==> config.mk <==
export PLATFORM = sky130hd
export DESIGN_NAME = ccs_ram
export DESIGN_NICKNAME = d
export VERILOG_FILES = /design/src/hw/rtl/ccs_ram.sv
export SDC_FILE = /design/constraint.sdc
export NUM_CORES = 1
export LEC_CHECK = 0
export ABC_AREA = 0
export BUFFER_PORTS_ARGS = -buffer_cell sky130_fd_sc_hd__buf_4
export CAP_MARGIN = 15
export CORE_UTILIZATION = 61
export DETAILED_ROUTE_END_ITERATION = 16
export GPL_ROUTABILITY_DRIVEN = 0
export GPL_TIMING_DRIVEN = 1
export PLACE_DENSITY = 0.78
export SLEW_MARGIN = 5
export SYNTH_ARGS = -nofsm -noshare
export SYNTH_HDL_FRONTEND = slang
export SYNTH_SLANG_ARGS = --single-unit
==> constraint.sdc <==
create_clock -name clk -period 2.45 [get_ports clk]
set_input_delay 0.245 -clock clk [delete_from_list [all_inputs] [get_ports clk]]
set_output_delay 0.245 -clock clk [all_outputs]
set_load 0.01 [all_outputs]
==> src/hw/rtl/ccs_ram.sv <==
`default_nettype none
module ccs_ram #(
  parameter int WIDTH = 8,
  parameter int DEPTH = 64,
  localparam int AW = (DEPTH > 1) ? $clog2(DEPTH) : 1
) (
  input  wire logic             clk,
  input  wire logic             we,
  input  wire logic [AW-1:0]    waddr,
  input  wire logic [WIDTH-1:0] wdata,
  input  wire logic [AW-1:0]    raddr,
  output logic      [WIDTH-1:0] rdata
);

  logic [WIDTH-1:0] mem [DEPTH];

  // Write one word, read one word registered
  always_ff @(posedge clk) begin
    if (we) begin
      mem[waddr] <= wdata;
    end
    rdata <= mem[raddr];
  end

endmodule
`default_nettype wire

# [Yosys cells after proc, flatten, opt, wreduce, memory -nomap -nowiden]
# Memories as Yosys holds them, arrays and structs flattened. A register that Yosys moved wholly into a read port is not among the register bits.
# Index checks and enable logic that the tools add are counted.
[word_totals] elab_cells=3 memories=1 ff_bits=0 mem_bits_rw=512
[classes] mux=2
[memory_table] memory="mem" words=64 word_bits=8 rd=1 rd_ports_with_merged_regs=1 write_ports=1 line="15" text="logic [WIDTH-1:0] mem [DEPTH];"
[ops] operator="$mux 1" count=2

# [Depth between registers and ports, before layout]
[logic_depth] ltp_word=2 ltp_mapped=9 ltp_nobuf=5

# [Least setup slack after synthesis]
# OpenSTA, ideal clock, no wires.
[synth_timing] path_type="in2reg" from="in raddr[1]" to="reg rdata[3], read port of mem" required_ns=2.322 setup_slack_ns=0.537 stages=7 n_path_buf=3 arrival_time_ns=1.785 path_cell_list="buf_4 -> buf_2 -> buf_2 -> mux4_2 -> mux4_2 -> o21ai_1 -> o41ai_1"
[synth_rtl] item="start: declaration" line="11" text="input wire logic [AW-1:0] raddr,"
[synth_rtl] item="end: declaration" line="12" text="output logic [WIDTH-1:0] rdata"

==> results.md <==
Detailed routing:
- After detailed routing, the number of remaining DRC violations is 0.
- The mean number of vias per cell is ~6.5.
- Once detail routing completed, the nets flagged for antenna violations numbered 0.
- The via count is ~10000.
- The detailed router finished its first iteration with 1348 violations.
- The routed wirelength normalized by instance count is 28.3 um.
- After detailed routing, the total wire length is 43800 um.
- The iteration count of the initial detailed-routing pass is 5.

Setup path:
- The worst register-to-register path has a depth of 5.
- The largest stage delay on the critical path is 0.47 ns.
- Along the worst path, the maximum fanout reaches 1.
- On the critical path, the stage with the largest delay is an instance of sky130_fd_sc_hd__mux4_2.
- For the worst setup path, the data required time is about 2.9 ns.
- The most critical setup path has its startpoint at mem[25][6].
- The type of element capturing the critical path is a flip-flop.
- Traced cell by cell, the critical path runs through mux4_2, mux2_2, o221a_2, nor3_1, o32ai_1.
- STA classifies the critical path startpoint as a flip-flop.
- The arrival time of the worst setup path is 2.54 ns.
- The kind of critical path is reg -> reg.
- The startpoint identified for the worst register-to-register timing path is mem[25][6].

Global routing:
- The number of global-route vias before repair was 10200.
- The total global routing track utilization is 0.271.
- The maximum number of pins on one net before global-route repair is 65.
- For this run the aggregate overflow at the end of global routing stands at 0.
- The number of antenna violations at the first check in global routing is 0.
- The first global-routing pass estimated 65200 um of wire.

CTS:
- Once the clock tree was built, the resizer swapped 0 gates to a different size.
- The clock tree from TritonCTS is yes.
- The clock passes through at most 3 buffers.
- Buffers inserted to repair hold after CTS numbered 0.
- The clock reaches the later pin of the worst-skew pair after approximately 0.57 ns.
- Clock-pin slew was measured on the worst setup and hold paths at 0.06 ns.
- CTS placed an instance of sky130_fd_sc_hd__clkbuf_16 at the clock tree root.
- The clock net sink count is 520.
- CTS built an H-tree with a depth of 2.
- Clock tree synthesis inserted a total of 50 buffers.
- The number of setup buffers added after CTS is 0.

STA:
- The normalized max-slew margin is 0.511.
- Based on the critical path, the design can be clocked at up to between 400 and 500 MHz.
- The routed design could run at a clock period as short as approximately 2.1 ns.
- The max-slew violation count is 0.
- The final hold violation count is 0.
- The setup violation total in the final timing report is 0.
- The slew at the pin with the worst max-slew slack is between 0.7 and 0.8 ns.
- The final setup skew is about 0.027 ns.
- Setup repair after global routing left no endpoint under its margin.
- Summed over all failing endpoints, the final setup total negative slack is 0 ns.
- Of the available clock period, the critical path in the final layout requires 0.863.

Yosys:
- After synthesis the cells add up to 0.0202 mm2.
- The average footprint of a synthesized cell is 21.5 um2.
- The leading register cell type out of synthesis is sky130_fd_sc_hd__edfxtp_1.
- The number of synthesized flops with an enable pin is 512.
- The number of warnings issued by yosys is 0.
- After synthesis, the cell types taking the most area are sky130_fd_sc_hd__edfxtp_1 (76%), sky130_fd_sc_hd__mux4_2 (14%), sky130_fd_sc_hd__nor2_1 (1.5%), sky130_fd_sc_hd__mux2i_1 (1.1%), sky130_fd_sc_hd__dfxtp_1 (0.79%).
- In the synthesized netlist the async set-or-reset flop fraction comes to 0.
- The sequential fraction of the synthesis area is 0.770.
- The post-synthesis cell type count is 40.
- The cell type with the highest aggregate area in the netlist is sky130_fd_sc_hd__edfxtp_1.
- Synthesis inferred 520 register bits.
- Of the post-synthesis cell area, the dominant cell type holds 0.762.
- The number of nets in the synthesized netlist is 962.
- The count of mapped cells out of synthesis is 940.

Placement:
- The total placed cells including tap cells is 1459.
- Port buffering added 29 buffers.
- The wire-length estimate of the detail-placed layout is 26100 um.

Floorplan:
- For this configuration, the core starts out at a cell density of 0.620.
- The floorplan step set the die height to 184 um.
- Pin placement for this block handled 30 I/O pins.
- The floorplan core area is 0.0325 mm2.
- The overall die width is 184 um.
- The floorplan step defined a die boundary enclosing between 0.03 and 0.04 mm2.
- After floorplanning, the core was divided into 66 placement rows.

Pwr:
- In this run the power spent charging and discharging nets is 3.69 mW.
- The proportion of power drawn by the clock network is 0.403.
- The power density normalized to cell area is approximately 790 mW/mm2.
- The design internal power is about 14 mW.
- Of the total power, registers draw 0.545.
- The relative contribution of combinational cells to total power is 0.053.
- The maximum ir drop on the vdd rail is 542 uV.
- The switching power as a share of total power is 0.203.
- In this run the static leakage power is roughly 7.4 nW.

Hold path:
- The path class of the tightest hold or removal check is in -> reg.
- The depth of the worst hold-timing path is 2.
- In this run the most critical hold path is launched from raddr[5].

Layout:
- The signed area change from the synthesized netlist to the final layout is 14.2%.
- The combined area of the multi-input logic cells is 0.00432 mm2.
- The layout has around 1900 filler cells.
- The most common cell after layout, fill and taps aside is sky130_fd_sc_hd__edfxtp_1.
- The count of nets after finishing is between 1000 and 1500.
- The finished layout holds 1548 standard cells, fillers aside.
- Leaving out fill and tap cells, the most frequent cells in the layout are sky130_fd_sc_hd__edfxtp_1 (512), sky130_fd_sc_hd__mux4_2 (126), sky130_fd_sc_hd__buf_4 (119).
- The share of cells above drive strength 1 is 0.298.
- Summing all flip-flop and latch instances after layout gives about 0.016 mm2.
- The number of antenna diodes in the final layout is 0.

Run status:
- The run finished with clean final reports.

Flow run:
- Across the run, the number of max-cap violations was 0.
[final timing paths]
path / to / slack, ns
min: rdata[5] / 0.03
min reg2reg: rdata[7] / 0.84
max reg2reg: rdata[6] / 0.34
max: rdata[6] / 0.34
[cell families (layout without fill, tap and decap cells)]
kind of cell | count (synthesis) | count (layout) | share of synthesized area
mux | 162 | 162 | 0.159
buf+inv | 51 | 217 | 0.0157
compound gates | 54 | 54 | 0.0207
simple gates | 153 | 153 | 0.0339
flops | 520 | 520 | 0.770
[metal layers]
metal / global-route usage / up-vias / wire length, um
li1: - / 4175 / -
met4: 0.0907 / 0 / 1340
met1: 0.397 / 5202 / 17000
met2: 0.425 / 589 / 21500
met5: 0 / - / 0
met3: 0.0454 / 102 / 3940
[power groups by stage]
stage               logic (mW)  clock network (mW)  registers (mW)
finish                   0.954                7.31            9.88
floorplan                0.525                   0            10.1
detailed placement       0.944                   0            10.1
global route              1.00                7.75            9.88
global placement         0.918                   0            10.1
CTS                      0.954                7.38            9.88
[synthesized netlist by cell type, drive strengths merged, types with 6 or more instances]
cell type / count
a221oi: 6
buf: 34
clkbuf: 17
dfxtp: 8
edfxtp: 512
mux2: 13
mux2i: 23
mux4: 126
nand2: 19
nand2b: 7
nand3: 13
nor2: 83
nor2b: 14
nor3: 7
o221ai: 8
o22ai: 8
[stage by stage]
| stage | util | hold slack (ns) | power [mW] | setup slack [ns] | area (um2) |
|---|---|---|---|---|---|
| 2_1_floorplan | - | 0.344 | 10.6 | 0.537 | 20200 |
| 3_3_place_gp | 0.660 | 0.597 | 11.0 | 0.0945 | 21500 |
| 3_5_place_dp | 0.660 | 0.605 | 11.0 | 0.0500 | 21500 |
| 4_1_cts | 0.708 | 0.0108 | 18.2 | 0.390 | 23000 |
| 5_1_grt | 0.708 | 0.0378 | 18.6 | 0.354 | 23000 |
| 6_report | 0.708 | 0.0295 | 18.1 | 0.337 | 23000 |
[critical path, delay by kind of cell (launching register included)]
family | cells | cell delay, ns
flip-flops | 1 | 0.38
AND/OR/NAND/NOR | 1 | 0.40
AO/OA/AOI/OAI | 2 | 0.45
multiplexers | 2 | 0.74
[layout make-up]
cell class | count | share of cell area
clock buffer | 63 | 0.0592
clock inverter | 26 | 0.00815
sequential | 520 | 0.675
timing repair buffer | 128 | 0.0464
multi-input combinational | 369 | 0.187
tap | 442 | 0.0240
[sequential cells by signal, summed over array words and instances, names as in the netlist]
signal  flops
rdata       8
mem       512
Power figures use the tool's default switching activity.
