<file path="config.mk">
export PLATFORM = sky130hd
export DESIGN_NAME = ccs_mac
export DESIGN_NICKNAME = d
export VERILOG_FILES = /design/src/hw/rtl/ccs_pkg.sv /design/src/hw/rtl/ccs_mac.sv
export SDC_FILE = /design/constraint.sdc
export NUM_CORES = 2
export LEC_CHECK = 0
export BUFFER_PORTS_ARGS = -buffer_cell sky130_fd_sc_hd__buf_2
export CORE_UTILIZATION = 55
export DETAILED_ROUTE_END_ITERATION = 6
export GPL_TIMING_DRIVEN = 1
export PLACE_DENSITY = 0.82
export SKIP_LAST_GASP = 1
export SLEW_MARGIN = 20
export SYNTH_ARGS = -nofsm -noshare
export SYNTH_HDL_FRONTEND = slang
export SYNTH_SLANG_ARGS = --single-unit
</file>
<file path="constraint.sdc">
create_clock -name clk -period 9.66 [get_ports clk]
set_clock_uncertainty 0.15 [all_clocks]
set_input_delay 0 -clock clk [delete_from_list [all_inputs] [get_ports clk]]
set_output_delay 0 -clock clk [all_outputs]
set_load 0.02 [all_outputs]
</file>
<file path="src/hw/rtl/ccs_pkg.sv">
`default_nettype none
package ccs_pkg;

  // Largest matrix dimension held in the column start tables
  localparam int MAX_DIM = 8;
  localparam int DIM_W   = 3;
  localparam int RESULT_CAP = 64;

  // Entry slots per matrix and the address width of the entry stores
  localparam int MAX_NONZEROS = 64;
  localparam int NZ_AW = $clog2(MAX_NONZEROS);

  // Packed widths of the stream payloads
  localparam int IN_DATA_W  = 48;
  localparam int OUT_DATA_W = 48;

  // Stored entry: row in the top bits, Q16.16 value below
  localparam int ENTRY_W = 35;

  typedef enum logic [2:0] {
    KIND_A_ENTRY = 3'd0,
    KIND_A_START = 3'd1,
    KIND_B_ENTRY = 3'd2,
    KIND_B_START = 3'd3,
    KIND_MULTIPLY = 3'd4
  } kind_t;

  typedef enum logic [2:0] {
    REG_ROWS_A    = 3'd0,
    REG_INNER_DIM = 3'd1,
    REG_COLS_B    = 3'd2,
    REG_NNZ_A     = 3'd3,
    REG_NNZ_B     = 3'd4
  } reg_index_t;

  typedef enum logic [3:0] {
    ST_IDLE,
    ST_ELEM,
    ST_LK_S,
    ST_LK_E,
    ST_LK_A,
    ST_LK_D,
    ST_LK_RET,
    ST_MUL,
    ST_ACC,
    ST_NEXT_I,
    ST_EVAL,
    ST_PUSH,
    ST_NEXT_JK,
    ST_FINISH
  } state_t;

  // Controls for the shared multiply-accumulate unit
  typedef struct packed {
    logic clear;
    logic mul_en;
    logic acc_en;
  } mac_ctrl_t;

endpackage
`default_nettype wire

</file>
<file path="src/hw/rtl/ccs_mac.sv">
`default_nettype none
module ccs_mac (
  input  wire logic                clk,
  input  wire ccs_pkg::mac_ctrl_t  ctrl,
  input  wire logic signed [31:0]  x,
  input  wire logic signed [31:0]  y,
  output logic signed [31:0]       q
);
  import ccs_pkg::*;

  logic signed [63:0] prod;
  logic signed [63:0] acc;
  logic signed [64:0] sum;
  logic signed [63:0] acc_next;
  logic signed [47:0] shifted;

  // Register the Q32.32 product before the add
  always_ff @(posedge clk) begin
    if (ctrl.mul_en) begin
      prod <= x * y;
    end
  end

  // Add with saturation at the 64-bit limits
  always_comb begin
    sum = {acc[63], acc} + {prod[63], prod};
    if (sum[64] != sum[63]) begin
      acc_next = sum[64] ? {1'b1, 63'd0} : {1'b0, {63{1'b1}}};
    end else begin
      acc_next = sum[63:0];
    end
  end

  always_ff @(posedge clk) begin
    if (ctrl.clear) begin
      acc <= '0;
    end else if (ctrl.acc_en) begin
      acc <= acc_next;
    end
  end

  // Floor shift to Q16.16 and clamp to 32 bits
  always_comb begin
    shifted = acc[63:16];
    if (shifted[47:31] == {17{1'b0}} || shifted[47:31] == {17{1'b1}}) begin
      q = shifted[31:0];
    end else if (shifted[47]) begin
      q = {1'b1, 31'd0};
    end else begin
      q = {1'b0, {31{1'b1}}};
    end
  end

endmodule
`default_nettype wire

</file>
Word level (Yosys, flattened, before mapping)
Index checks and enable logic that the tools add are counted.
Operators by class
  add/subtract/negate cells: 1
  $mul: 1
  multiplexer cells: 4
  reduce and logical (&&, ||, !) cells: 2
  equal/unequal tests: 2
Operators by type and width (count)
  2-to-1 mux 64 bit: 2
  adder 64 x 64 -> 65 bit: 1
  multiplier 32 x 32 -> 64 bit: 1
  2-to-1 mux 32 bit: 2
  == test 17 bit, second input constant: 1
  logical NOT 17 bit: 1
  logical OR 1 bit: 1
  inequality test 1 bit: 1
Storage, ports and cells
  register bits: 128

Longest topological paths before layout
  depth in word-level cells: 3
  gate-level depth with buffers: 30
  mapped depth without buffers: 29

Worst setup path before layout
OpenSTA, ideal clock, no wires.
  kind: input port to flip-flop
  start: in x[31]
  end: reg prod[58] (data pin)
  arrival: 7231 ps
  slack: 2016 ps
  required time: 9247 ps
  cell stages on the path: 29
  path through: clkbuf_1 > nand2_1 > inv_1 > fa_1 > inv_1 > fa_1 > inv_1 > fa_1 > inv_1 > fa_1 > inv_1 > fa_1 > inv_1 > fa_1 > fa_1 > fa_1 > inv_1 > ha_1 > clkbuf_1 > a21oi_1 > o21ai_0 > or4_1 > a31o_2 > a41oi_1 > nand3b_1 > o21ai_0 > o21ai_0 > a21oi_1 > xnor2_1
On the way
  word-level cells in the longest chain between the ends: 1
RTL lines
  from (decl): RTL line ccs_mac.sv:5  | input wire logic signed [31:0] x,
  multiplier 32 x 32 -> 64 bit: RTL line ccs_mac.sv:20  | prod <= x * y;
  to (signal assigned): RTL line ccs_mac.sv:20
  to (decl): RTL line ccs_mac.sv:11  | logic signed [63:0] prod;
No other way between the ends.
A chain may end at the register's enable or synchronous reset.

Worst setup path after layout
  start: in y[5]
  end: reg prod[59] (data pin)
On the way
  word-level cells in the longest chain between the ends: 1
RTL lines
  from (decl): RTL line ccs_mac.sv:6  | input wire logic signed [31:0] y,
  multiplier 32 x 32 -> 64 bit: RTL line ccs_mac.sv:20
No other way between the ends.

==> metrics.txt <==
largest net degree at the start of global routing=67; I/O pin cnt=100; Yosys Warn Count=0; global-route wire length before repair=192 mm; DP Wirelength=94.5 mm; row count=104; compound-cell area share of the yosys netlist=8.29%; Layout Utilization=57.5%; TritonCTS clock tree=yes; failing checks=design-rule violations; largest family of logic cells by synthesized area=adder cells; Final Hold Viols=0; # setup viols final=0; Hold Slack=about 140 ps; commonest cells in the netlist=fa_1 (1083), inv_1 (1036), nand2_1 (651), and2_1 (502), ha_1 (248); fraction of registers with async set/reset=0%; WS Path Type=in2reg; filler cell count=6792; starting density of the core=55.7%; multi-input gate area in the final layout=36800 sq um; vias per inst=approximately 5.8; total CTS buffers=17; result of the run=finished with violations; Total Wirelength=116 mm; RSZ-0062 raised after global routing=no; Clock transition at path regs=about 60 ps; PortBufs=99; Seq cells post-synth=128; DR iter-0 viols=approximately 2500; core area=80800 sq um; Worst-Skew Late Latency=between 400 and 500 ps; crit-path max FO=32; routed wl met3=8.53 mm; layout cells sized above 1=3.86%; Max Fclk=121 MHz; post-synthesis simple-gate area fraction=15.8%; Period minus WS final=8240 ps; GRT Total Usage=between 20% and 30%; PostCTS Resize Cnt=0; r2r worst-path depth=12; XOR/XNOR Fraction of Synth Area=2.53%; leading area contributor after synthesis=fa_1; DIE WIDTH=288 um; highest metal used=met5; Worst Path Required=approximately 9700 ps; crit path DAT=8260 ps; Post-Syn Area=between 40000 and 50000 sq um; Critical Path Source Type=primary input; Post-synth EDFFs=64; vias=33700; synthesized net count=about 6300; register area=3200 sq um; worst hold path type=in2reg; routability cong.=0.950; Met2 Routed Length=57.8 mm; Avg Cell Area, Syn=approximately 9.2 sq um; vias in the first global route=37300; Setup TNS=0 ps; Max clock buf depth=2; cell with the most instances after synthesis=fa_1; initial antenna violation count=5; CTS Sinks=128; area delta synth->final=3.15%; Relative slew margins=~27%; remaining antenna violation count=0; gr ovfl total=0; mux cell area share after synthesis=less than 1%; CP endpoint kind=flip-flop; top-area cell type share of the netlist area=between 40% and 50%; maxcap violations=0; wl on met1=roughly 44 mm; dominant cells by area after synthesis=fa_1 (48%), inv_1 (8.6%), and2_1 (7.0%); number of remaining DRC errors=16; post-synth cell types=70; Syn Inst Count=between 4000 and 5000; fin nets=6183; die area=83000 sq um; Die Y=288 um; wire length per cell=19.7 um; fin. max-slew vios=0; actual slew at the worst max-slew pin=1090 ps; Worst Hold Depth=2; H-tree levels=4; Seq/Total Area, Yosys=7.12%; root buf cell=clkbuf_16; ys flop type=edfxtp_1; Final period util=roughly 85%; drt pass-1 iters=7; Adder-Cell Fraction of Synth Area=55.1%
## per-layer routing
metal / track usage (%) / vias to the layer above
li1: - / 14500
met1: 36.9 / 17300
met2: 51.9 / 1513
met3: 4.27 / 342
met4: 11.5 / 2
met5: 0 / -
## per-stage QoR
stage                     area (sq um)  worst slack [ps]  instances
after floorplan                  45000              2020       4918
after global placement           45900              1180       5824
after detailed placement         45900               974       5824
after CTS                        46400              1410       5857
after global routing             46400              1040       5858
final                            46400              1420       5861
## repair_timing
action | in CTS | in global routing
endpoints found under the hold margin | 4 | 0
setup buffers | 0 | 0
hold buffers | 1 | 0
## final cells by class
cell class                 count  area share (%)
sequential                   128            6.90
antenna                        4          0.0216
inverter                    1036            8.37
tap                         1060            2.86
timing repair buffer         123            1.46
clock inverter                12           0.151
multi-input combinational   3478            79.3
clock buffer                  20           0.940
## flip-flops by register name, indices dropped and copies added, names as in the netlist
name and count:
prod 64, acc 64
## placed cells by master, fill, tap and decap left out, types with 7 or more instances in the layout
cell type,instances
edfxtp_1,64
dfxtp_1,64
nor2b_1,10
o21ai_0,84
nand3_1,27
a211oi_2,20
nand2_1,651
clkbuf_16,17
nand2b_1,21
and3_1,10
o21bai_1,34
nor4_1,7
xor2_1,48
a21o_1,91
a21oi_1,140
and2_1,502
o211ai_1,12
o21a_1,16
buf_2,99
a221oi_1,7
a31oi_1,17
ha_1,248
nor3_1,28
buf_4,23
inv_1,1036
fa_1,1083
a211oi_1,54
nand4_1,37
nor2_1,153
xnor2_1,82
## logic make-up after synthesis
family	after synthesis
compound gates	547
xor+xnor	130
fa+ha+maj	1331
buf+inv	1312
flops	128
mux	2
simple gates	1468
## final timing paths
path | start | to | slack [ps]
worst max-delay path | y[5] | prod[59]$_DFFE_PP_ | 1420
worst min-delay path | ctrl[1] | prod[8]$_DFFE_PP_ | 140
worst max register to register | prod[18]$_DFFE_PP_ | acc[17]$_SDFFE_PP0P_ | 4650
worst min register to register | acc[0]$_SDFFE_PP0P_ | acc[0]$_SDFFE_PP0P_ | 340
## worst max-delay path, stage by stage
cell and delay [ps]:
buf_2 520, nand2_1 270, inv_1 160, fa_1 480, inv_1 170, fa_1 430, inv_1 220, fa_1 510
fa_1 970, inv_1 460, fa_1 600, inv_1 60, fa_1 520, inv_1 50, fa_1 480, inv_1 60
fa_1 450, ha_1 380, a21oi_1 160, o21ai_0 130, a21o_1 200, a21oi_1 180, nor2_1 80, a211oi_1 360
o21ai_0 170, xor2_1 170
Power is left out: the tool's default activity adds up to more than one toggle a clock period on the data nets, which glitch-free logic cannot reach.
